**config.mk**
```make
export PLATFORM = sky130hd
export DESIGN_NAME = stripe_request_splitter
export DESIGN_NICKNAME = d
export VERILOG_FILES = /design/src/design/srs_pkg.sv /design/src/design/srs_addsub.sv /design/src/design/stripe_request_splitter.sv
export VERILOG_INCLUDE_DIRS = /design/src /design/src/design
export SDC_FILE = /design/constraint.sdc
export NUM_CORES = 1
export LEC_CHECK = 0
export BUFFER_PORTS_ARGS = -buffer_cell sky130_fd_sc_hd__buf_4
export CORE_ASPECT_RATIO = 0.75
export CORE_MARGIN = 5
export CORE_UTILIZATION = 48
export CTS_CLUSTER_SIZE = 20
export DETAILED_ROUTE_END_ITERATION = 8
export HOLD_SLACK_MARGIN = 0.12
export PLACE_DENSITY = 0.76
export SYNTH_ARGS = -nofsm -noshare
export SYNTH_HDL_FRONTEND = slang
export SYNTH_SLANG_ARGS = --single-unit
```
**constraint.sdc**
```tcl
create_clock -name clk -period 9.3 [get_ports clk]
set_input_delay 0.465 -clock clk [delete_from_list [all_inputs] [get_ports clk]]
set_output_delay 0.465 -clock clk [all_outputs]
set_load 0.02 [all_outputs]
```
**src/design/stripe_request_splitter_defines.svh**
```systemverilog
// Assertion macros for the stripe request splitter.
// Each macro samples on the rising edge of clk and is disabled while rst_n is low.
`ifndef STRIPE_REQUEST_SPLITTER_DEFINES_SVH
`define STRIPE_REQUEST_SPLITTER_DEFINES_SVH

`ifndef SYNTHESIS

// The consequent must hold in the same cycle as the antecedent.
`define SRS_ASSERT_SAME(label, ante, cons) \
  label: assert property (@(posedge clk) disable iff (!rst_n) (ante) |-> (cons)) \
    else $error("stripe_request_splitter: same-cycle check failed");

// The consequent must hold in the cycle after the antecedent.
`define SRS_ASSERT_NEXT(label, ante, cons) \
  label: assert property (@(posedge clk) disable iff (!rst_n) (ante) |=> (cons)) \
    else $error("stripe_request_splitter: next-cycle check failed");

`else

`define SRS_ASSERT_SAME(label, ante, cons)
`define SRS_ASSERT_NEXT(label, ante, cons)

`endif

`endif

```
**src/design/srs_pkg.sv**
```systemverilog
package srs_pkg;

  // Field widths fixed by the request and result formats.
  localparam int CHUNK_W     = 16;
  localparam int CHUNK_IDX_W = $clog2(CHUNK_W);
  localparam int MEMB_W      = 6;
  localparam int COUNT_W     = 7;
  localparam int MIDX_W      = 5;
  localparam int BOFF_W      = 15;
  localparam int BYTE_SHIFT  = 9;   // 512 bytes per sector

  // Configuration port.
  localparam int CFG_IDX_W  = 2;
  localparam int CFG_DATA_W = 16;
  localparam logic [CFG_IDX_W-1:0] REG_CHUNK_SECTORS = 2'd0;
  localparam logic [CFG_IDX_W-1:0] REG_MEMBER_COUNT  = 2'd1;

  localparam logic [CHUNK_W-1:0] CHUNK_RESET = 16'd128;
  localparam logic [MEMB_W-1:0]  MEMB_RESET  = 6'd2;

  // Result status codes.
  localparam logic STATUS_OK      = 1'b0;
  localparam logic STATUS_BAD_CFG = 1'b1;

  typedef enum logic {
    OP_ADD,
    OP_SUB
  } srs_op_t;

  typedef enum logic [2:0] {
    ST_IDLE,
    ST_DIV_CHUNK,
    ST_DIV_MEMB,
    ST_MUL,
    ST_EMIT
  } srs_state_t;

endpackage

```
**src/design/srs_addsub.sv**
```systemverilog
module srs_addsub #(
  parameter int W = 48
) (
  input  logic [W-1:0]    a,
  input  logic [W-1:0]    b,
  input  srs_pkg::srs_op_t op,
  output logic [W-1:0]    sum,
  output logic            carry
);
  import srs_pkg::*;

  logic [W:0] full;
  logic [W-1:0] b_eff;

  // For a subtraction the carry out is set when a >= b.
  assign b_eff = (op == OP_SUB) ? ~b : b;
  assign full  = {1'b0, a} + {1'b0, b_eff} + (W+1)'(op == OP_SUB);
  assign sum   = full[W-1:0];
  assign carry = full[W];

endmodule

```
**src/design/stripe_request_splitter.sv**
```systemverilog
// Channel        Ports                                   Transfer
// -------------  --------------------------------------  ------------------------------------
// request in     start, busy, in_kind, in_start_sector,  start high while busy is low
//                in_sector_count
// piece out      out_valid, out_status ... out_last      out_valid high, no stall
// configuration  cfg_we, cfg_index, cfg_wdata             any edge with cfg_we high
//
// A request is set up by two restoring divisions of one bit per cycle and a shift-add
// multiply over the chunk size, all on the one shared adder, then hands out its pieces one
// after another; a request whose sectors wrap past the top of the address space repeats the
// setup once at the wrap. With an invalid configuration the single result is registered at
// the accepting edge and busy never rises. Each piece is shown for one cycle from the output
// registers. The reset is synchronous and restores the register defaults.
`include "stripe_request_splitter_defines.svh"

module stripe_request_splitter #(
  parameter int MAX_MEMBERS = 32,
  parameter int SECTOR_BITS = 48,
  parameter int MAX_COUNT   = 64
) (
  input  logic                               clk,
  input  logic                               rst_n,
  // Request channel
  input  logic                               start,
  output logic                               busy,
  input  logic                               in_kind,
  input  logic [SECTOR_BITS-1:0]             in_start_sector,
  input  logic [srs_pkg::COUNT_W-1:0]        in_sector_count,
  // Result channel
  output logic                               out_valid,
  output logic                               out_status,
  output logic                               out_is_write,
  output logic [srs_pkg::MIDX_W-1:0]         out_member_index,
  output logic [SECTOR_BITS-1:0]             out_member_sector,
  output logic [srs_pkg::COUNT_W-1:0]        out_run_sectors,
  output logic [srs_pkg::BOFF_W-1:0]         out_buffer_offset,
  output logic                               out_last,
  // Configuration port
  input  logic                               cfg_we,
  input  logic [srs_pkg::CFG_IDX_W-1:0]      cfg_index,
  input  logic [srs_pkg::CFG_DATA_W-1:0]     cfg_wdata
);
  import srs_pkg::*;

  localparam int SB      = SECTOR_BITS;
  localparam int CW      = $clog2(SECTOR_BITS);
  localparam logic [CW-1:0] CNT_DIV = CW'(SECTOR_BITS - 1);
  localparam logic [CW-1:0] CNT_MUL = CW'(CHUNK_W - 1);

  // Configuration registers.
  logic [CHUNK_W-1:0] chunk_r;
  logic [MEMB_W-1:0]  members_r;

  // Sequencer and datapath registers.
  srs_state_t         state_r, state_nxt;
  logic [CW-1:0]      cnt_r, cnt_nxt;
  logic [SB-1:0]      q_r, q_nxt;          // dividend in, quotient out
  logic [CHUNK_W-1:0] rem_r, rem_nxt;      // partial remainder
  logic [CHUNK_W-1:0] off_r, off_nxt;      // offset inside the current chunk
  logic [MEMB_W-1:0]  member_r, member_nxt;
  logic [SB-1:0]      base_r, base_nxt;    // member sector of the chunk start
  logic [SB-1:0]      lba_r, lba_nxt;      // array sector of the current piece
  logic [COUNT_W-1:0] left_r, left_nxt;    // sectors not yet handed out
  logic [COUNT_W-1:0] boff_r, boff_nxt;    // buffer offset in sectors
  logic               kind_r, kind_nxt;

  // Output registers.
  logic               out_valid_r, out_valid_nxt;
  logic               out_status_r, out_status_nxt;
  logic               out_is_write_r, out_is_write_nxt;
  logic [MIDX_W-1:0]  out_member_index_r, out_member_index_nxt;
  logic [SB-1:0]      out_member_sector_r, out_member_sector_nxt;
  logic [COUNT_W-1:0] out_run_sectors_r, out_run_sectors_nxt;
  logic [BOFF_W-1:0]  out_buffer_offset_r, out_buffer_offset_nxt;
  logic               out_last_r, out_last_nxt;

  // Shared adder/subtractor.
  logic [SB-1:0] u_a, u_b, u_sum;
  logic          u_carry;
  srs_op_t       u_op;

  srs_addsub #(.W(SB)) u_addsub (
    .a     (u_a),
    .b     (u_b),
    .op    (u_op),
    .sum   (u_sum),
    .carry (u_carry)
  );

  // A configuration is unusable when either size is zero or there are too many members.
  logic bad_cfg;
  assign bad_cfg = (chunk_r == '0) || (members_r == '0) || (32'(members_r) > MAX_MEMBERS);

  logic [COUNT_W-1:0] count_sat;
  assign count_sat = (32'(in_sector_count) > MAX_COUNT) ? COUNT_W'(MAX_COUNT) : in_sector_count;

  // One restoring division step: the next dividend bit joins the partial remainder.
  logic [CHUNK_W-1:0] rem_step;
  assign rem_step = u_carry ? u_sum[CHUNK_W-1:0] : {rem_r[CHUNK_W-2:0], q_r[SB-1]};

  // Piece sizing. The piece ends at the chunk end or when the request runs out.
  logic [CHUNK_W-1:0] chunk_rem;
  logic [COUNT_W-1:0] run, left_after;
  logic [SB:0]        lba_adv;
  logic [MEMB_W-1:0]  member_inc;
  logic               member_wrap;
  logic [SB-1:0]      base_adv;

  assign chunk_rem   = chunk_r - off_r;
  assign run         = (chunk_rem > CHUNK_W'(left_r)) ? left_r : chunk_rem[COUNT_W-1:0];
  assign left_after  = left_r - run;
  assign lba_adv     = {1'b0, lba_r} + (SB+1)'(run);
  assign member_inc  = member_r + MEMB_W'(1);
  assign member_wrap = (member_inc == members_r);
  assign base_adv    = base_r + SB'(chunk_r);

  // Operand selection for the shared unit.
  always_comb begin
    u_a  = base_r;
    u_b  = SB'(off_r);
    u_op = OP_ADD;
    case (state_r)
      ST_DIV_CHUNK: begin
        u_a  = SB'({rem_r, q_r[SB-1]});
        u_b  = SB'(chunk_r);
        u_op = OP_SUB;
      end
      ST_DIV_MEMB: begin
        u_a  = SB'({rem_r, q_r[SB-1]});
        u_b  = SB'(members_r);
        u_op = OP_SUB;
      end
      ST_MUL: begin
        // Shift-add over the chunk size, most significant bit first.
        u_a  = {base_r[SB-2:0], 1'b0};
        u_b  = chunk_r[cnt_r[CHUNK_IDX_W-1:0]] ? q_r : '0;
        u_op = OP_ADD;
      end
      default: begin
        // In the piece state the unit forms base plus offset.
        u_a  = base_r;
        u_b  = SB'(off_r);
        u_op = OP_ADD;
      end
    endcase
  end

  // Next state and datapath updates.
  always_comb begin
    state_nxt  = state_r;
    cnt_nxt    = cnt_r;
    q_nxt      = q_r;
    rem_nxt    = rem_r;
    off_nxt    = off_r;
    member_nxt = member_r;
    base_nxt   = base_r;
    lba_nxt    = lba_r;
    left_nxt   = left_r;
    boff_nxt   = boff_r;
    kind_nxt   = kind_r;

    out_valid_nxt         = 1'b0;
    out_status_nxt        = out_status_r;
    out_is_write_nxt      = out_is_write_r;
    out_member_index_nxt  = out_member_index_r;
    out_member_sector_nxt = out_member_sector_r;
    out_run_sectors_nxt   = out_run_sectors_r;
    out_buffer_offset_nxt = out_buffer_offset_r;
    out_last_nxt          = out_last_r;

    case (state_r)
      ST_IDLE: begin
        if (start) begin
          kind_nxt = in_kind;
          if (bad_cfg) begin
            // A single error result, and the block stays idle.
            out_valid_nxt         = 1'b1;
            out_status_nxt        = STATUS_BAD_CFG;
            out_is_write_nxt      = in_kind;
            out_member_index_nxt  = '0;
            out_member_sector_nxt = '0;
            out_run_sectors_nxt   = '0;
            out_buffer_offset_nxt = '0;
            out_last_nxt          = 1'b1;
          end else begin
            lba_nxt   = in_start_sector;
            q_nxt     = in_start_sector;
            rem_nxt   = '0;
            cnt_nxt   = CNT_DIV;
            left_nxt  = count_sat;
            boff_nxt  = '0;
            state_nxt = ST_DIV_CHUNK;
          end
        end
      end
      ST_DIV_CHUNK: begin
        q_nxt   = {q_r[SB-2:0], u_carry};
        rem_nxt = rem_step;
        cnt_nxt = cnt_r - CW'(1);
        if (cnt_r == '0) begin
          // Quotient is the chunk index, remainder the offset in the chunk.
          off_nxt   = rem_step;
          rem_nxt   = '0;
          cnt_nxt   = CNT_DIV;
          state_nxt = ST_DIV_MEMB;
        end
      end
      ST_DIV_MEMB: begin
        q_nxt   = {q_r[SB-2:0], u_carry};
        rem_nxt = rem_step;
        cnt_nxt = cnt_r - CW'(1);
        if (cnt_r == '0) begin
          // Quotient is the stripe row, remainder the member number.
          member_nxt = rem_step[MEMB_W-1:0];
          base_nxt   = '0;
          cnt_nxt    = CNT_MUL;
          state_nxt  = ST_MUL;
        end
      end
      ST_MUL: begin
        base_nxt = u_sum;
        cnt_nxt  = cnt_r - CW'(1);
        if (cnt_r == '0) begin
          state_nxt = ST_EMIT;
        end
      end
      ST_EMIT: begin
        out_valid_nxt         = 1'b1;
        out_status_nxt        = STATUS_OK;
        out_is_write_nxt      = kind_r;
        out_member_index_nxt  = member_r[MIDX_W-1:0];
        out_member_sector_nxt = u_sum;
        out_run_sectors_nxt   = run;
        out_buffer_offset_nxt = {boff_r[BOFF_W-BYTE_SHIFT-1:0], {BYTE_SHIFT{1'b0}}};
        out_last_nxt          = (left_after == '0);

        left_nxt = left_after;
        boff_nxt = boff_r + run;
        lba_nxt  = lba_adv[SB-1:0];
        if (left_after == '0) begin
          state_nxt = ST_IDLE;
        end else if (lba_adv[SB]) begin
          // The address wrapped past the top: map the new sector from scratch.
          q_nxt     = lba_adv[SB-1:0];
          rem_nxt   = '0;
          cnt_nxt   = CNT_DIV;
          state_nxt = ST_DIV_CHUNK;
        end else begin
          // Next piece starts at the following chunk, on the next member.
          off_nxt    = '0;
          member_nxt = member_wrap ? '0 : member_inc;
          base_nxt   = member_wrap ? base_adv : base_r;
        end
      end
      default: begin
        state_nxt = ST_IDLE;
      end
    endcase
  end

  // Control state.
  always_ff @(posedge clk) begin
    if (!rst_n) begin
      state_r     <= ST_IDLE;
      out_valid_r <= 1'b0;
      chunk_r     <= CHUNK_RESET;
      members_r   <= MEMB_RESET;
    end else begin
      state_r     <= state_nxt;
      out_valid_r <= out_valid_nxt;
      if (cfg_we) begin
        case (cfg_index)
          REG_CHUNK_SECTORS: chunk_r   <= cfg_wdata[CHUNK_W-1:0];
          REG_MEMBER_COUNT:  members_r <= cfg_wdata[MEMB_W-1:0];
          default: begin
            // Writes to unused indexes are dropped.
          end
        endcase
      end
    end
  end

  // Datapath and result payload.
  always_ff @(posedge clk) begin
    cnt_r               <= cnt_nxt;
    q_r                 <= q_nxt;
    rem_r               <= rem_nxt;
    off_r               <= off_nxt;
    member_r            <= member_nxt;
    base_r              <= base_nxt;
    lba_r               <= lba_nxt;
    left_r              <= left_nxt;
    boff_r              <= boff_nxt;
    kind_r              <= kind_nxt;
    out_status_r        <= out_status_nxt;
    out_is_write_r      <= out_is_write_nxt;
    out_member_index_r  <= out_member_index_nxt;
    out_member_sector_r <= out_member_sector_nxt;
    out_run_sectors_r   <= out_run_sectors_nxt;
    out_buffer_offset_r <= out_buffer_offset_nxt;
    out_last_r          <= out_last_nxt;
  end

  assign busy              = (state_r != ST_IDLE);
  assign out_valid         = out_valid_r;
  assign out_status        = out_status_r;
  assign out_is_write      = out_is_write_r;
  assign out_member_index  = out_member_index_r;
  assign out_member_sector = out_member_sector_r;
  assign out_run_sectors   = out_run_sectors_r;
  assign out_buffer_offset = out_buffer_offset_r;
  assign out_last          = out_last_r;

  // A piece that is not the last one leaves the sequencer still working on the request.
  `SRS_ASSERT_SAME(a_mid_piece_busy, out_valid && !out_last, busy)
  // A configuration error is always reported as the only, and so the last, transaction.
  `SRS_ASSERT_SAME(a_bad_cfg_last, out_valid && out_status == STATUS_BAD_CFG, out_last)
  // An accepted request either starts the sequencer or is answered at once with an error.
  `SRS_ASSERT_NEXT(a_start_taken, start && !busy,
                   busy || (out_valid && out_status == STATUS_BAD_CFG))

endmodule
```
After elaboration in Yosys (flattened, before gate mapping)
Cells that the tools add are included.
{"block": "op_classes", "n_bitwise": 1, "muxes": 79, "n_addsub": 9, "n_lt_le_gt_ge": 4, "n_eq_ne": 17, "n_reduce_logical": 29}
{"operator": "$mux 48", "count": 12}
{"operator": "$pmux 48 s3", "count": 3}
{"operator": "$pmux 48 s2", "count": 3}
{"operator": "$mux 16", "count": 9}
{"operator": "$pmux 16 s4", "count": 1}
{"operator": "$mux 6", "count": 10}
{"operator": "$mux 7", "count": 8}
{"operator": "$add 48x48->49", "count": 1}
{"operator": "$add 48x7->49", "count": 1}
{"operator": "$add 49x1->49", "count": 1}
{"operator": "$add 48x16->48", "count": 1}
{"operator": "$not 48->48", "count": 1}
{"operator": "$pmux 7 s2", "count": 3}
{"operator": "$pmux 16 s2", "count": 1}
{"operator": "$mux 15", "count": 2}
{"operator": "$pmux 15 s2", "count": 1}
{"operator": "$pmux 6 s5", "count": 1}
{"operator": "$mux 3", "count": 7}
{"operator": "$ne 2x2->1 const B", "count": 10}
{"operator": "$reduce_and 5->1", "count": 4}
{"operator": "$gt 16x7->1", "count": 1}
{"operator": "$logic_not 16->1", "count": 1}
{"operator": "$sub 16x16->16", "count": 1}
{"operator": "$pmux 3 s5", "count": 1}
{"operator": "33 further kinds", "count": 55}
{"block": "totals", "elab_cells": 160, "regBits": 307, "output_inout_bits": 80}

Logic depth before layout (Yosys ltp)
{"block": "depth", "word_depth": 11, "mapped_depth": 29, "depth_no_buf": 29}

Hierarchy
From an unflattened synthesis, not the netlist that was laid out.
{"block": "hier_totals", "cells_unflattened": 2218, "hier_area_um2": 21185.3}
{"mod": "stripe_request_splitter", "seq_area_each_um2": 8658.3, "n_inst": 1, "area_per_inst_um2": 17707.0, "cells_each": 1730}
{"mod": "srs_addsub", "seq_area_each_um2": 0.0, "n_inst": 1, "area_per_inst_um2": 3478.3, "cells_each": 488}

Worst setup path after synthesis
OpenSTA, ideal clock, no wires.
{"block": "synth_path", "kind": "reg2reg", "startpoint": "register chunk_r[0]", "endpoint": "register q_r[0], enable pin", "period_less_slack_ns": 7.361, "n_path_buf": 0, "path_stages_with_launch": 29, "t_arrival_ns": 6.648, "required_ns": 8.587, "path_slack_ns": 1.939, "setup_ns": 0.713, "path_cell_list": "dfxtp_1 -> inv_1 -> ha_1 -> inv_1 -> fa_1 -> a21o_1 -> a221oi_1 -> xnor2_1 -> ha_1 -> nor2_1 -> a41o_1 -> a31oi_1 -> nor3_1 -> nand4_1 -> nor4_1 -> nand4_2 -> mux2i_1 -> inv_1 -> fa_1 -> a21o_1 -> a21oi_1 -> o21bai_1 -> a31o_2 -> and2_0 -> and2_1 -> a31oi_1 -> nor2_1 -> nand2_1 -> o211ai_1"}
{"block": "synth_between", "elab_chain_len": 7, "word_cells_on_any_way": 13}
{"item": "start: declaration", "line": "stripe_request_splitter.sv:51", "text": "logic [CHUNK_W-1:0] chunk_r;"}
{"item": "start signal: assignment", "line": "stripe_request_splitter.sv:273", "text": "REG_CHUNK_SECTORS: chunk_r <= cfg_wdata[CHUNK_W-1:0];"}
{"item": "$sub 16x16->16 *", "line": "stripe_request_splitter.sv:109", "text": "assign chunk_rem = chunk_r - off_r;"}
{"item": "$gt 16x7->1", "line": "stripe_request_splitter.sv:110", "text": "assign run = (chunk_rem > CHUNK_W'(left_r)) ? left_r : chunk_rem[COUNT_W-1:0];"}
{"item": "$mux 7 *", "line": "stripe_request_splitter.sv:110"}
{"item": "named net run[1]", "line": "stripe_request_splitter.sv:103", "text": "logic [COUNT_W-1:0] run, left_after;"}
{"item": "branches (longest 3 deep; another with $add 48x7->49)"}
{"item": "$reduce_and 5->1 (no source line) *"}
{"item": "end signal: assignment", "line": "stripe_request_splitter.sv:286", "text": "q_r <= q_nxt;"}
{"item": "end: declaration", "line": "stripe_request_splitter.sv:57", "text": "logic [SB-1:0] q_r, q_nxt;"}
Mark *: on every way through the listed nets, which the timed path passes.
A chain may end at the register's enable or synchronous reset.

Final worst setup path
{"block": "layout_path", "startpoint": "register chunk_r[0]", "endpoint": "register base_r[40], enable pin"}
{"block": "layout_between", "elab_chain_len": 7, "word_cells_on_any_way": 9}
{"item": "$sub 16x16->16 *", "line": "stripe_request_splitter.sv:109"}
{"item": "$gt 16x7->1", "line": "stripe_request_splitter.sv:110"}
{"item": "$mux 7 *", "line": "stripe_request_splitter.sv:110"}
{"item": "named net run[1]", "line": "stripe_request_splitter.sv:103"}
{"item": "branches (longest 3 deep; another with $add 48x7->49)"}
{"item": "$reduce_and 5->1 (no source line) *"}
{"item": "end signal: assignment", "line": "stripe_request_splitter.sv:290", "text": "base_r <= base_nxt;"}
{"item": "end: declaration", "line": "stripe_request_splitter.sv:61", "text": "logic [SB-1:0] base_r, base_nxt;"}
Marked as above.

==> run summary <==
The worst setup path is of the reg -> reg kind. The root buffer cell chosen for the clock tree is sky130_fd_sc_hd__clkbuf_16. IR analysis of the VDD net gives a maximum drop of 216.5 µV. The number of enable flip-flop cells after synthesis is 271. The worst register-to-register path begins at chunk_r[0]. 0 antenna diodes ended up in the layout. Global route total overflow: 0. Among the stages of the critical path, the cell type that occurs most often is sky130_fd_sc_hd__inv_1. The part of the cycle the worst path needs came out at 83.40%. Timing analysis after detailed placement gives a worst setup slack of 1.689 ns.

The logs give 158 for the count of boundary I/O pins and 0.02019 mm² for the total standard cell area after synthesis. The cell at the slowest stage of the critical path is sky130_fd_sc_hd__buf_4. The run finished with clean final reports. The clock buffer count from CTS is 35.

The count of nets after finishing came out at 2422. After synthesis, the share of flip-flops with an asynchronous set or reset is 0%. The worst setup path is captured at a flip-flop. The run gives 17260 as the via count. For this configuration, the core starts out at a cell density of 48.30%. The total global routing track utilization came out at 24.85%.

Clock network latency to the later pin of the worst-skew pair: 0.55 ns. STA classifies the critical path startpoint as a flip-flop. For this run, global-route usage on met2 was measured as 35.20%.

For this run, the detailed router's first-pass iteration total came to 6. The logs give 3726 for the number of filler cells placed in the layout and 0.008658 mm² for the register cell area after layout. Met1 usage: 37.99%. The critical path starts at chunk_r[0].

The number of hold violations in the final report was 0. Setup repair after global routing left no endpoint under its margin. The tools report the synthesized netlist cell count as 2131. The logs give 0.04180 mm² for the placeable core region and 0.01083 mm² for the footprint of the multi-input gates. The total of max-cap violations came out at 0. Cells with a size suffix above 1 make up 12.28% of the layout. After detailed routing, the average wire length per cell comes to 21.18 µm. The clock-pin slew reported for the worst setup and hold paths after clock tree synthesis came out at 0.06 ns. For the final worst-path setup slack, the log shows 1.544 ns. On the worst path, the slowest cell contributes a delay of 0.58 ns.

The count of cells in the finished layout, fillers not included, comes to 2825. The via density per instance came out at 6.108. For the pin with the worst max-slew slack, the measured transition is 1.228 ns.

The peak-usage layer in the global routing report is met1. The tools report the endpoint of the lowest-slack register-to-register path as base_r[40]. The detail route stage leaves a number of antenna-violating nets equal to 0. Flip-flop and latch count after synthesis: 297. At the end of routability-driven placement, the weighted congestion stood at 1.001.

The path class of the tightest hold or removal check is in -> reg. The number of stages on the worst hold path came out at 3. The number of antenna violations at the first check in global routing was 1.

The worst clock skew on the final layout is 0.02961 ns, and the total number of yosys warnings is 0. The run gives 84 as the distinct cell type count of the synthesized netlist. Last element of the critical path: base_r[40].

The power density over the cells is 337.0 mW/mm², and the number of hold buffers added after CTS is 1. Global routing consumed, on the met3 layer, 6.341% of the routing resources. CTS built an H-tree with a depth of 2. The most used flip-flop cell after synthesis is sky130_fd_sc_hd__edfxtp_1. The via count of the first global-routing pass is 16280. At the worst endpoint, the arrival time is 7.93 ns. Summed over all layers, the routed wires come to 59830 µm.

In this run the horizontal extent of the chip is 246.8 µm. For this run, the top clock speed supported by timing is 0.1289 GHz. The first global-routing pass estimated 91890 µm of wire. Relative to the synthesized area, the layout overhead comes to 13.73%. Cell type with the highest aggregate area in the netlist: sky130_fd_sc_hd__edfxtp_1. The number of buffers inserted by post-CTS setup repair is 0.

Area of the die: 0.04631 mm². The worst path in the final design needs a cycle of 7.756 ns, including I/O delays and setup. After synthesis, the cell types taking the most area are sky130_fd_sc_hd__edfxtp_1 (40%), sky130_fd_sc_hd__ha_1 (6.5%), sky130_fd_sc_hd__nand2_1 (5.8%), sky130_fd_sc_hd__xor2_1 (3.9%), sky130_fd_sc_hd__nor2_1 (3.5%). Gates resized during post-CTS repair numbered 0. The floorplan step set the die height to 187.6 µm.

After legalization and detailed placement, the total HPWL measured 43590 µm. For this run, design rule violations remaining after detail routing come to 0. The number of cell instances on the worst register-to-register path came out at 27. The worst reg-to-reg setup slack was 1.54 ns; the post-synthesis area per instance was 9.474 µm². The tools report the largest buffer count on any clock path as 3. The final max-slew violation count came out at 0. After synthesis, the largest area contributor takes up 40.31% of total cell area. In this run the core area contains 65 standard-cell rows. The number of instances in the placed design is 2764. TritonCTS built the clock tree.

Adding up every negative setup slack in the final design gives 0 ns. Entering global routing, the biggest net connects 119 pins. For this design the static power due to leakage is 9.363 nW.

STA puts the critical path data required time at 9.47 ns. Counting every sink on the clock net gives 297. The worst-path maximum fanout was 48.

The count of routing violations after the opening detailed-route iteration is 1844, and the total design power is 7.739 mW. The run gives 17.85% as the headroom to the max-slew limit. For the number of setup violations in the final report, the log shows 0. The count of buffers added on input and output ports is 148.

The proportion of synthesized chip area in sequential cells came out at 42.89%.
==> routing by layer <==
| metal | up-vias | part of all wire [%] |
|---|---|---|
| met4 | 2 | 2.4 |
| met1 | 8224 | 45 |
| met3 | 112 | 12 |
| met2 | 909 | 41 |
| met5 | - | 0.033 |
| li1 | 8008 | - |
==> cells in the mapped netlist (4+ instances only) <==
master	instances
sky130_fd_sc_hd__xnor2_1	81
sky130_fd_sc_hd__nand3_1	53
sky130_fd_sc_hd__ha_1	105
sky130_fd_sc_hd__and3_1	39
sky130_fd_sc_hd__and2_1	14
sky130_fd_sc_hd__a221oi_1	4
sky130_fd_sc_hd__o211ai_1	11
sky130_fd_sc_hd__a22oi_1	31
sky130_fd_sc_hd__o31ai_1	4
sky130_fd_sc_hd__a211oi_1	14
sky130_fd_sc_hd__a22o_1	26
sky130_fd_sc_hd__a31oi_1	11
sky130_fd_sc_hd__edfxtp_1	271
sky130_fd_sc_hd__o22ai_1	60
sky130_fd_sc_hd__nand3b_1	7
sky130_fd_sc_hd__nand2_1	310
sky130_fd_sc_hd__o21bai_1	12
sky130_fd_sc_hd__or2_2	8
sky130_fd_sc_hd__nor4_1	11
sky130_fd_sc_hd__a221o_1	34
sky130_fd_sc_hd__nor3_1	29
sky130_fd_sc_hd__o21a_1	7
sky130_fd_sc_hd__nand4_1	25
sky130_fd_sc_hd__buf_4	9
sky130_fd_sc_hd__nor2_1	190
sky130_fd_sc_hd__nor2b_1	25
sky130_fd_sc_hd__mux4_2	4
sky130_fd_sc_hd__dfxtp_1	26
sky130_fd_sc_hd__a21o_1	75
sky130_fd_sc_hd__clkbuf_1	86
sky130_fd_sc_hd__and4_1	6
sky130_fd_sc_hd__mux2_2	16
sky130_fd_sc_hd__fa_1	6
sky130_fd_sc_hd__a21boi_0	17
sky130_fd_sc_hd__mux2i_1	28
sky130_fd_sc_hd__a21oi_1	82
sky130_fd_sc_hd__xor2_1	90
sky130_fd_sc_hd__nand2b_1	22
sky130_fd_sc_hd__nor3b_1	5
sky130_fd_sc_hd__buf_1	16
sky130_fd_sc_hd__or3_1	12
sky130_fd_sc_hd__inv_1	83
sky130_fd_sc_hd__o21ai_0	106
==> how the worst min path moves through the flow <==
stage                  from      endpoint
6_report       cfg_wdata[7]    chunk_r[7]
5_1_grt        cfg_wdata[7]    chunk_r[7]
4_1_cts        cfg_wdata[7]    chunk_r[7]
3_5_place_dp         kind_r  out_is_write
3_3_place_gp   members_r[4]  members_r[4]
2_1_floorplan        kind_r  out_is_write
==> metrics by stage <==
stage / hold slack, ns / instance area [µm²] / util [%]
floorplan: 0.4836 / 20220 / -
global placement: 0.5034 / 21790 / 52.12
detailed placement: 0.5113 / 21790 / 52.12
CTS: 0.1447 / 22960 / 54.93
global route: 0.1553 / 22960 / 54.93
finish: 0.1526 / 22960 / 54.93
==> placed cells by master, fill, tap and decap left out, types with 17 or more instances in the layout <==
cell type	netlist	final
sky130_fd_sc_hd__dfxtp_1	26	26
sky130_fd_sc_hd__inv_1	83	83
sky130_fd_sc_hd__nand2_1	310	310
sky130_fd_sc_hd__clkbuf_16	0	35
sky130_fd_sc_hd__a221o_1	34	34
sky130_fd_sc_hd__a21o_1	75	75
sky130_fd_sc_hd__a21boi_0	17	17
sky130_fd_sc_hd__nand4_1	25	25
sky130_fd_sc_hd__a22o_1	26	26
sky130_fd_sc_hd__nor2b_1	25	25
sky130_fd_sc_hd__a21oi_1	82	81
sky130_fd_sc_hd__xor2_1	90	90
sky130_fd_sc_hd__xnor2_1	81	81
sky130_fd_sc_hd__nand3_1	53	53
sky130_fd_sc_hd__ha_1	105	105
sky130_fd_sc_hd__edfxtp_1	271	271
sky130_fd_sc_hd__nand2b_1	22	22
sky130_fd_sc_hd__o22ai_1	60	60
sky130_fd_sc_hd__and3_1	39	39
sky130_fd_sc_hd__mux2i_1	28	28
sky130_fd_sc_hd__buf_4	9	169
sky130_fd_sc_hd__nor2_1	190	188
sky130_fd_sc_hd__o21ai_0	106	106
sky130_fd_sc_hd__a22oi_1	31	31
sky130_fd_sc_hd__nor3_1	29	28
==> power breakdown <==
part           internal, mW  leakage, nW  switching (mW)
logic                  1.46         6.01            2.71
registers              1.90         2.78           0.231
clock network         0.838        0.564           0.605
total                  4.20         9.36            3.54
==> layout make-up <==
class	instances	share of cell area, %
inverter	84	1.395
tap	569	3.101
sequential	297	37.71
timing repair buffer	170	5.569
clock buffer	38	3.864
clock inverter	22	1.204
multi-input combinational	1645	47.16
==> flip-flops by register name (all words and copies together), names as in the netlist <==
name and flops:
base_r 48, boff_r 6, chunk_r 16, cnt_r 6, kind_r 1, lba_r 48, left_r 7, member_r 6
members_r 6, off_r 16, out_buffer_offset 6, out_is_write 1, out_last 1, out_member_index 5, out_member_sector 48, out_run_sectors 7
out_status 1, out_valid 1, q_r 48, rem_r 16, state_r 3
==> critical path, delay by kind of cell, from the launching register on <==
family          cells  cell delay, ns
compound gates     10            2.20
simple gates        7            1.68
fa+ha+maj           4            1.36
buf+inv             4            0.94
mux                 1            0.49
flops               1            0.37
xor+xnor            1            0.25
==> kinds of logic after synthesis <==
family                   after synthesis  synth area share [%]
XOR/XNOR                             171                 7.418
AO/OA/AOI/OAI                        536                 18.42
flip-flops                           297                 42.89
other                                  1               0.01857
adder cells (fa/ha/maj)              111                 7.102
buffers and inverters                197                 3.892
multiplexers                          50                 2.869
AND/OR/NAND/NOR                      768                 17.39
Power figures use the tool's default switching activity.
